`config.mk`:
```
export PLATFORM = sky130hd
export DESIGN_NAME = move_to_front_byte_list_unit
export DESIGN_NICKNAME = d
export VERILOG_FILES = /design/src/sv/mtf_pkg.sv /design/src/sv/mtf_cell.sv /design/src/sv/move_to_front_byte_list_unit.sv
export SDC_FILE = /design/constraint.sdc
export NUM_CORES = 1
export LEC_CHECK = 0
export BUFFER_PORTS_ARGS = -buffer_cell sky130_fd_sc_hd__buf_2
export CAP_MARGIN = 20
export CORE_MARGIN = 2
export CORE_UTILIZATION = 28
export DETAILED_ROUTE_END_ITERATION = 10
export PLACE_DENSITY_LB_ADDON = 0.2
export SYNTH_ARGS = -nofsm -noshare
export SYNTH_HDL_FRONTEND = slang
export SYNTH_SLANG_ARGS = --single-unit
```
`constraint.sdc`:
```
create_clock -name clk -period 3.1 [get_ports clk]
set_input_delay 0.775 -clock clk [delete_from_list [all_inputs] [get_ports clk]]
set_output_delay 0.775 -clock clk [all_outputs]
set_load 0.05 [all_outputs]
```
`src/sv/mtf_pkg.sv`:
```
// Shared constants and types for the move-to-front byte list.
`timescale 1ns / 1ps
`default_nettype none

package mtf_pkg;

  // Size of the list and of one entry.
  localparam int SLOT_COUNT = 8;
  localparam int VALUE_BITS = 8;
  localparam int SLOT_IDX_W = (SLOT_COUNT > 1) ? $clog2(SLOT_COUNT) : 1;

  // Fixed widths of the input and result ports.
  localparam int OUT_SLOTS  = 8;
  localparam int OUT_BITS   = 8;
  localparam int OUT_IDX_W  = 3;
  localparam int IN_BITS    = 8;

  typedef logic [VALUE_BITS-1:0] slot_value_t;
  typedef logic [SLOT_IDX_W-1:0] slot_idx_t;

  // Control broadcast from the top level to every cell.
  typedef struct packed {
    logic load;     // an item is accepted this cycle
    logic any_hit;  // the item matched at least one slot
  } cell_ctl_t;

endpackage

`default_nettype wire

```
`src/sv/mtf_cell.sv`:
```
// One list slot: stores an entry, compares it and takes its lower neighbor's entry on a shift.
`timescale 1ns / 1ps
`default_nettype none

module mtf_cell
  import mtf_pkg::*;
(
  input  wire logic        clk,
  input  wire logic        rst_n,
  input  wire cell_ctl_t   ctl,
  input  wire slot_value_t key_value,
  input  wire slot_value_t left_value,
  input  wire logic        match_above_in,
  output logic             match_here,
  output logic             match_above_out,
  output slot_value_t      slot_value
);

  slot_value_t slot_r;
  slot_value_t slot_nxt;
  logic        shift;

  assign match_here      = (slot_r == key_value);
  assign match_above_out = match_here | match_above_in;

  // A slot at or below the highest match moves up; on a miss every slot moves.
  assign shift = match_above_out | ~ctl.any_hit;

  always_comb begin
    slot_nxt = slot_r;
    if (ctl.load && shift) begin
      slot_nxt = left_value;
    end
  end

  always_ff @(posedge clk) begin
    if (!rst_n) begin
      slot_r <= '0;
    end else begin
      slot_r <= slot_nxt;
    end
  end

  assign slot_value = slot_r;

endmodule

`default_nettype wire

```
`src/sv/move_to_front_byte_list_unit.sv`:
```
// Top level of the move-to-front byte list: a chain of slot cells and the result register.
//
// Usage: each item on the in_ channel carries one byte, in_book_value. The
// block compares it with all eight slots at once, moves the highest matching
// entry (or, on a miss, drops the oldest) and writes the byte to slot 0.
// One result item follows every input item on the out_ channel: the hit
// flag, the highest matching slot and the eight slots after the update.
// The result is registered: an item accepted at one edge has its result valid
// right after that edge. Throughput is one item per cycle while out_ready is high;
// the compare and the priority chain from the last cell down to cell 0 set the cycle.
// The slot cells themselves hold the shown list, so a new item is accepted
// in the cycle its predecessor's result is taken. If the receiver stalls,
// the result holds and in_ready stays low until out_ready rises.
// Synchronous reset clears every slot to zero and empties the result
// register; right after reset a zero input hits at slot 7.
`timescale 1ns / 1ps
`default_nettype none

module move_to_front_byte_list_unit
  import mtf_pkg::*;
(
  input  wire logic                 clk,
  input  wire logic                 rst_n,
  input  wire logic                 in_valid,
  output logic                      in_ready,
  input  wire logic [IN_BITS-1:0]   in_book_value,
  output logic                      out_valid,
  input  wire logic                 out_ready,
  output logic                      out_was_present,
  output logic [OUT_IDX_W-1:0]      out_found_slot,
  output logic [OUT_BITS-1:0]       out_slot0,
  output logic [OUT_BITS-1:0]       out_slot1,
  output logic [OUT_BITS-1:0]       out_slot2,
  output logic [OUT_BITS-1:0]       out_slot3,
  output logic [OUT_BITS-1:0]       out_slot4,
  output logic [OUT_BITS-1:0]       out_slot5,
  output logic [OUT_BITS-1:0]       out_slot6,
  output logic [OUT_BITS-1:0]       out_slot7
);

  slot_value_t                key_value;
  slot_value_t                slot_vals   [SLOT_COUNT];
  slot_value_t                left_vals   [SLOT_COUNT];
  logic [SLOT_COUNT-1:0]      match_vec;
  logic [SLOT_COUNT:0]        above_chain;
  cell_ctl_t                  ctl;
  logic                       accept;
  slot_idx_t                  hit_pos;
  logic [OUT_BITS-1:0]        out_bytes   [OUT_SLOTS];

  logic                       valid_r, valid_nxt;
  logic                       hit_r, hit_nxt;
  logic [OUT_IDX_W-1:0]       found_r, found_nxt;

  assign key_value   = VALUE_BITS'(in_book_value);
  assign in_ready    = ~valid_r | out_ready;
  assign accept      = in_valid & in_ready;
  assign ctl.load    = accept;
  assign ctl.any_hit = above_chain[0];
  assign above_chain[SLOT_COUNT] = 1'b0;

  genvar gi;
  generate
    for (gi = 0; gi < SLOT_COUNT; gi++) begin : g_cell
      if (gi == 0) begin : g_head
        assign left_vals[gi] = key_value;
      end else begin : g_body
        assign left_vals[gi] = slot_vals[gi-1];
      end

      mtf_cell u_cell (
        .clk             (clk),
        .rst_n           (rst_n),
        .ctl             (ctl),
        .key_value       (key_value),
        .left_value      (left_vals[gi]),
        .match_above_in  (above_chain[gi+1]),
        .match_here      (match_vec[gi]),
        .match_above_out (above_chain[gi]),
        .slot_value      (slot_vals[gi])
      );
    end
  endgenerate

  // The highest matching slot wins.
  always_comb begin
    hit_pos = '0;
    for (int i = 0; i < SLOT_COUNT; i++) begin
      if (match_vec[i]) begin
        hit_pos = SLOT_IDX_W'(i);
      end
    end
  end

  always_comb begin
    valid_nxt = valid_r;
    hit_nxt   = hit_r;
    found_nxt = found_r;
    if (accept) begin
      valid_nxt = 1'b1;
      hit_nxt   = ctl.any_hit;
      found_nxt = ctl.any_hit ? OUT_IDX_W'(hit_pos) : '0;
    end else if (out_ready) begin
      valid_nxt = 1'b0;
    end
  end

  always_ff @(posedge clk) begin
    if (!rst_n) begin
      valid_r <= 1'b0;
    end else begin
      valid_r <= valid_nxt;
    end
  end

  always_ff @(posedge clk) begin
    hit_r   <= hit_nxt;
    found_r <= found_nxt;
  end

  // The cells only change on an accepted item, so they hold while stalled.
  always_comb begin
    for (int k = 0; k < OUT_SLOTS; k++) begin
      out_bytes[k] = '0;
      if (k < SLOT_COUNT) begin
        out_bytes[k] = OUT_BITS'(slot_vals[k]);
      end
    end
  end

  assign out_valid       = valid_r;
  assign out_was_present = hit_r;
  assign out_found_slot  = found_r;
  assign out_slot0       = out_bytes[0];
  assign out_slot1       = out_bytes[1];
  assign out_slot2       = out_bytes[2];
  assign out_slot3       = out_bytes[3];
  assign out_slot4       = out_bytes[4];
  assign out_slot5       = out_bytes[5];
  assign out_slot6       = out_bytes[6];
  assign out_slot7       = out_bytes[7];

`ifndef SYNTHESIS
  a_head_takes_value: assert property (@(posedge clk) disable iff (!rst_n)
    accept |=> (out_slot0 == OUT_BITS'($past(key_value))))
    else $error("slot 0 does not hold the accepted value");

  a_miss_shifts_all: assert property (@(posedge clk) disable iff (!rst_n)
    (accept && !ctl.any_hit) |=> (out_slot1 == $past(out_slot0)))
    else $error("miss did not shift slot 0 into slot 1");

  a_miss_slot_zero: assert property (@(posedge clk) disable iff (!rst_n)
    (out_valid && !out_was_present) |-> (out_found_slot == '0))
    else $error("found slot set on a miss");

  a_idle_ready: assert property (@(posedge clk) disable iff (!rst_n)
    !out_valid |-> in_ready)
    else $error("input stalled with no result pending");

  a_stall_holds_list: assert property (@(posedge clk) disable iff (!rst_n)
    (out_valid && !out_ready) |=> $stable(out_slot0) && $stable(out_slot7))
    else $error("list changed while the result was stalled");
`endif

endmodule

`default_nettype wire
```
## Yosys cells after proc, flatten, opt, wreduce, memory -nomap -nowiden

Index checks and enable logic that the tools add are counted.

| word-level totals | value |
|---|---|
| logic and storage cells | 54 |
| input bits | 12 |
| output and inout port bits | 70 |
| register bits | 69 |

| operators by class | value |
|---|---|
| eq/ne operators | 8 |
| mux-type cells | 9 |
| reduce and logical (&&, ||, !) cells | 8 |
| bitwise logic cells | 18 |

Operators by type and width:

| kind | number |
|---|---|
| 8-bit == test | 8 |
| 3-bit 2-to-1 mux | 6 |
| 1-bit bitwise OR | 15 |
| 1-bit logical AND | 7 |
| 1-bit 2-to-1 mux | 3 |
| 1-bit inverter | 2 |
| 2-bit nonzero test | 1 |
| 1-bit AND | 1 |

## Longest topological paths before layout

| depth | value |
|---|---|
| depth after elaboration | 11 |
| gate-level depth with buffers | 9 |
| gate-level depth less buffers | 7 |

## By module

From an unflattened synthesis, not the netlist that was laid out.

| second synthesis, totals | value |
|---|---|
| cell total of the unflattened synthesis | 414 |
| area, all modules | 3636.0 sq um |

Modules (own cells, without submodules):

| module | sequential area each (sq um) | times used | area an instance (sq um) | cells an instance |
|---|---|---|---|---|
| mtf_cell | 160.2 | 8 | 424.2 | 49 |
| move_to_front_byte_list_unit | 140.1 | 1 | 242.7 | 22 |

## Worst setup path after synthesis

OpenSTA, ideal clock, no wires.

| timing path | value |
|---|---|
| kind | in2reg |
| start | input port in_book_value[6] |
| end | register hit_r, in the netlist out_was_present (data pin) |
| arrival time | 2.255 ns |
| buffers on the path | 2 |
| setup time | 0.263 ns |
| data required time | 2.837 ns |
| stages on the path | 8 |
| setup slack | 0.583 ns |
| cell sequence | buf_4 xor2_1 nor2_1 and4_4 nor4_4 and2_1 clkbuf_1 inv_1 |

| on the way | value |
|---|---|
| cells in the longest elaborated chain, start to end | 8 |
| elaborated cells on any way between the ends | 15 |
| those cells by class | 8 x eq/ne; 7 x bitwise |

Ends and longest elaborated chain:

| what | line | RTL |
|---|---|---|
| start, declared | move_to_front_byte_list_unit.sv:26 | `input wire logic [IN_BITS-1:0] in_book_value,` |
| 8-bit == test | mtf_cell.sv:23 | `assign match_here = (slot_r == key_value);` |
| 1-bit bitwise OR (6 in a row) | mtf_cell.sv:24 | `assign match_above_out = match_here \| match_above_in;` |
| 1-bit bitwise OR (*) | mtf_cell.sv:24 |  |
| net g_cell[0].u_cell.match_above_out | mtf_cell.sv:15 | `output logic match_above_out,` |
| end signal, assigned | move_to_front_byte_list_unit.sv:117 | `hit_r <= hit_nxt;` |
| end, declared | move_to_front_byte_list_unit.sv:52 | `logic hit_r, hit_nxt;` |

The timed path passes the listed nets; every way through them passes the cells marked *.
A chain may end at the register's enable or synchronous reset.

## Worst setup path in the final report

| timing path | value |
|---|---|
| start | input port in_book_value[5] |
| end | register g_cell[7].u_cell.slot_r[0] |

| on the way | value |
|---|---|
| cells in the longest elaborated chain, start to end | 11 |
| elaborated cells on any way between the ends | 18 |
| those cells by class | 8 x eq/ne; 9 x bitwise; 1 x reduce/logical |

Ends and longest elaborated chain:

| what | line | RTL |
|---|---|---|
| 8-bit == test | mtf_cell.sv:23 |  |
| 1-bit bitwise OR (7 in a row) | mtf_cell.sv:24 |  |
| 1-bit inverter | mtf_cell.sv:27 | `assign shift = match_above_out \| ~ctl.any_hit;` |
| 1-bit bitwise OR (*) | mtf_cell.sv:27 |  |
| 1-bit logical AND (*) | mtf_cell.sv:31 | `if (ctl.load && shift) begin` |
| end signal, assigned | mtf_cell.sv:40 | `slot_r <= slot_nxt;` |
| end, declared | mtf_cell.sv:19 | `slot_value_t slot_r;` |

Every way passes the cells marked *; elsewhere a longest branch is shown, timed or not.

==> run_summary.xml <==
<?xml version="1.0" encoding="UTF-8"?>
<metrics>
  <group name="sta">
    <metric name="clock-skew-final" unit="ns">0.00818</metric>
    <metric name="period_minus_slack" unit="ns">2.60</metric>
    <metric name="setup_repair_after_global_routing_missed_its_margin" unit="">false</metric>
    <metric name="totalNegativeSetupSlack" unit="ns">0</metric>
    <metric name="finalHoldViolCount" unit="">0</metric>
    <metric name="max_slew_margin" unit="%">50.0</metric>
    <metric name="finalMaxSlewViolations" unit="">0</metric>
    <metric name="setup_violations" unit="">0</metric>
    <metric name="tightest_slew" unit="ns">0.750</metric>
    <metric name="fin_hold_ws" unit="ns">0.519</metric>
    <metric name="fin_crit_sh" unit="%">83.7</metric>
    <metric name="fmaxAchievable" unit="GHz">0.385</metric>
  </group>
  <group name="cts">
    <metric name="cts.reportedPaths.clkPinSlew" unit="ns">0.06</metric>
    <metric name="cts-buffers-inserted" unit="">9</metric>
    <metric name="cts.sinks" unit="">69</metric>
    <metric name="cts_tree" unit="">done</metric>
    <metric name="htree_levels" unit="">3</metric>
    <metric name="total_of_cells_resized_after_clock_tree_synthesis" unit="">0</metric>
    <metric name="root_buffer" unit="">sky130_fd_sc_hd__clkbuf_16</metric>
    <metric name="cts.hold.buffers_added" unit="">0</metric>
    <metric name="post_cts_buffers" unit="">0</metric>
    <metric name="cts_max_path_buffers" unit="">2</metric>
    <metric name="worstSkewPairLatency" unit="ns">0.33</metric>
  </group>
  <group name="floorplan">
    <metric name="die-area" unit="sq mm">0.0134</metric>
    <metric name="design.core.area" unit="sq mm">0.0121</metric>
    <metric name="initial_utilization" unit="%">28.9</metric>
    <metric name="die_height" unit="um">116</metric>
    <metric name="io-pin-count" unit="">82</metric>
    <metric name="chipWidth" unit="um">116</metric>
    <metric name="fp-row-count" unit="">40</metric>
  </group>
  <group name="yosys">
    <metric name="netlist_area_before_placement" unit="sq mm">0.00349</metric>
    <metric name="post_synth_inst_count" unit="">373</metric>
    <metric name="ys_seq_area_share" unit="%">40.7</metric>
    <metric name="synth-edff-count" unit="">4</metric>
    <metric name="syn-mean-instance-area" unit="sq um">9.35</metric>
    <metric name="ys_ff_latch" unit="">69</metric>
    <metric name="syn_nets" unit="">385</metric>
    <metric name="yosys_synthesis_warning_count" unit="">0</metric>
    <metric name="dominantRegCellSynth" unit="">sky130_fd_sc_hd__dfxtp_1</metric>
    <metric name="synth_async_reset_ratio" unit="%">0</metric>
    <metric name="synth.lib_cells_used.distinct" unit="">35</metric>
  </group>
  <group name="drt">
    <metric name="postRouteAntennaNets" unit="">0</metric>
    <metric name="drt-pass1-iter-count" unit="">4</metric>
    <metric name="drt-total-wl" unit="um">10700</metric>
    <metric name="drcViolationCount" unit="">0</metric>
    <metric name="detail_route.iter0.violations" unit="">172</metric>
    <metric name="drt-wirelength-per-cell" unit="um">17.1</metric>
    <metric name="routed-via-count" unit="">2879</metric>
    <metric name="avgViaCountPerCell" unit="">4.61</metric>
  </group>
  <group name="grt">
    <metric name="grt_pass1_vias" unit="">2900</metric>
    <metric name="antenna_found_initial" unit="">0</metric>
    <metric name="grt_first_pass_wirelength" unit="um">16500</metric>
    <metric name="grt.overflow.total" unit="">0</metric>
    <metric name="grt_use_total" unit="%">16.2</metric>
    <metric name="grt_max_degree" unit="">42</metric>
  </group>
  <group name="cells_and_area">
    <metric name="final_design_area_no_fill" unit="sq mm">0.00436</metric>
    <metric name="final_common_cell" unit="">sky130_fd_sc_hd__nand2_1</metric>
    <metric name="drive_above_1_share" unit="%">25.2</metric>
    <metric name="layout.cells.most_common_list" unit="">sky130_fd_sc_hd__nand2_1, sky130_fd_sc_hd__buf_2, sky130_fd_sc_hd__dfxtp_1</metric>
    <metric name="syn2layout_area_growth" unit="%">25.1</metric>
    <metric name="antenna_diode_count" unit="">0</metric>
    <metric name="nNetsFinal" unit="">464</metric>
  </group>
  <group name="placement">
    <metric name="sum_of_net_half_perimeters_after_detailed_placement" unit="um">7990</metric>
    <metric name="total_placed_instance_area" unit="sq mm">0.00405</metric>
    <metric name="port_buffers" unit="">81</metric>
    <metric name="finalWeightedCongestion" unit="">0.838</metric>
  </group>
  <group name="critical_path">
    <metric name="reg2reg_slack" unit="ns">0.84</metric>
    <metric name="critical_path_max_stage_delay" unit="ns">0.49</metric>
    <metric name="crit_type" unit="">in -&gt; reg</metric>
    <metric name="critical_path.top_delay_family" unit="">simple AND/OR/NAND/NOR gates</metric>
    <metric name="worst-endpoint-required" unit="ns">3.29</metric>
    <metric name="critical_path.n_buffers_inverters" unit="">1</metric>
    <metric name="setup.worst_path.end_class" unit="">register</metric>
    <metric name="critical-path-slowest-cell" unit="">sky130_fd_sc_hd__nor4_1</metric>
    <metric name="cp_max_fo" unit="">9</metric>
    <metric name="path_cells" unit="">buf_2 -&gt; xor2_1 -&gt; nor4_1 -&gt; nand2_1 -&gt; and4bb_4 -&gt; a41oi_2 -&gt; o221ai_1</metric>
    <metric name="critPathLaunchType" unit="">primary input</metric>
    <metric name="cp.arrival" unit="ns">2.79</metric>
  </group>
  <group name="run">
    <metric name="drv_cap" unit="">0</metric>
  </group>
  <group name="run_status">
    <metric name="run_status" unit="">finished, final reports clean</metric>
  </group>
  <group name="hold_path">
    <metric name="hold_class" unit="">reg -&gt; reg</metric>
  </group>
  <group name="power_and_ir_drop">
    <metric name="vdd_ir_drop_max" unit="mV">0.209</metric>
    <metric name="leakagePower" unit="nW">2.01</metric>
    <metric name="power_density" unit="mW/mm^2">522</metric>
  </group>
</metrics>
==> through the flow <==
step | utilization [%] | cells | total power [mW] | worst slack (ns)
final | 36.2 | 625 | 2.28 | 0.504
after global routing | 36.2 | 625 | 2.36 | 0.400
after floorplan | - | 373 | 1.14 | 0.583
after CTS | 36.2 | 625 | 2.30 | 0.534
after detailed placement | 33.6 | 609 | 1.20 | 0.180
after global placement | 33.6 | 609 | 1.20 | 0.220
==> metal layers <==
metal	vias up	GRT usage, %	part of all wire (%)
li1	1429	-	-
met4	0	4.29	1.0
met1	1381	23.5	50
met5	-	0	0
met3	8	3.24	4.1
met2	61	24.8	44
==> flip-flops by register name (all words and copies together) (netlist names) <==
signal and count:
out_found_slot 3, out_valid 1, g_cell.u_cell.slot_value 64, out_was_present 1
==> cell usage after synthesis (all sizes together), types with 8 or more instances <==
cell type	number	area, sq um
buf	10	78.8
nand3	8	40.0
dfxtp	65	1300
nand2	87	327
xor2	46	403
o221ai	8	70.1
inv	12	45.0
xnor2	18	158
nor4	12	90.1
clkbuf	12	45.0
a21boi	9	67.6
mux2i	48	480
==> logic make-up after synthesis <==
logic type             count (synthesis)  synth area share [%]
multiplexers                          48                  13.8
buffers and inverters                 34                  4.84
AND/OR/NAND/NOR                      126                  16.6
flip-flops                            69                  40.7
XOR/XNOR                              64                  16.1
AO/OA/AOI/OAI                         32                  7.96
==> tightest hold or removal path, stage by stage, from the launching register on <==
cell and delay (ns):
sky130_fd_sc_hd__dfxtp_1 0.34, sky130_fd_sc_hd__nand2_1 0.07, sky130_fd_sc_hd__mux2i_1 0.06
==> final cells by class <==
cell class,instances,area [sq um]
clock buffers,10,229
repair buffers,90,473
fillers,1249,7700
multi-input cells,270,1900
flip-flops and latches,69,1420
clock inverters,6,87.6
well taps,168,210
inverters,12,45.0
==> power breakdown <==
part           switching (mW)  total, mW  internal [mW]
Clock                   0.391       1.10          0.704
Sequential             0.0167      0.928          0.911
Combinational           0.175      0.257         0.0813
Total                   0.583       2.28           1.70
==> worst paths after layout <==
check	cells past startpoint	start	to
setup / recovery	7	in_book_value[5]	g_cell[7].u_cell.slot_value[0]
setup reg to reg	6	g_cell[1].u_cell.slot_value[5]	g_cell[7].u_cell.slot_value[0]
hold / removal	2	g_cell[6].u_cell.slot_value[7]	g_cell[6].u_cell.slot_value[7]
hold reg to reg	2	g_cell[6].u_cell.slot_value[7]	g_cell[6].u_cell.slot_value[7]
Power figures use the tool's default switching activity.
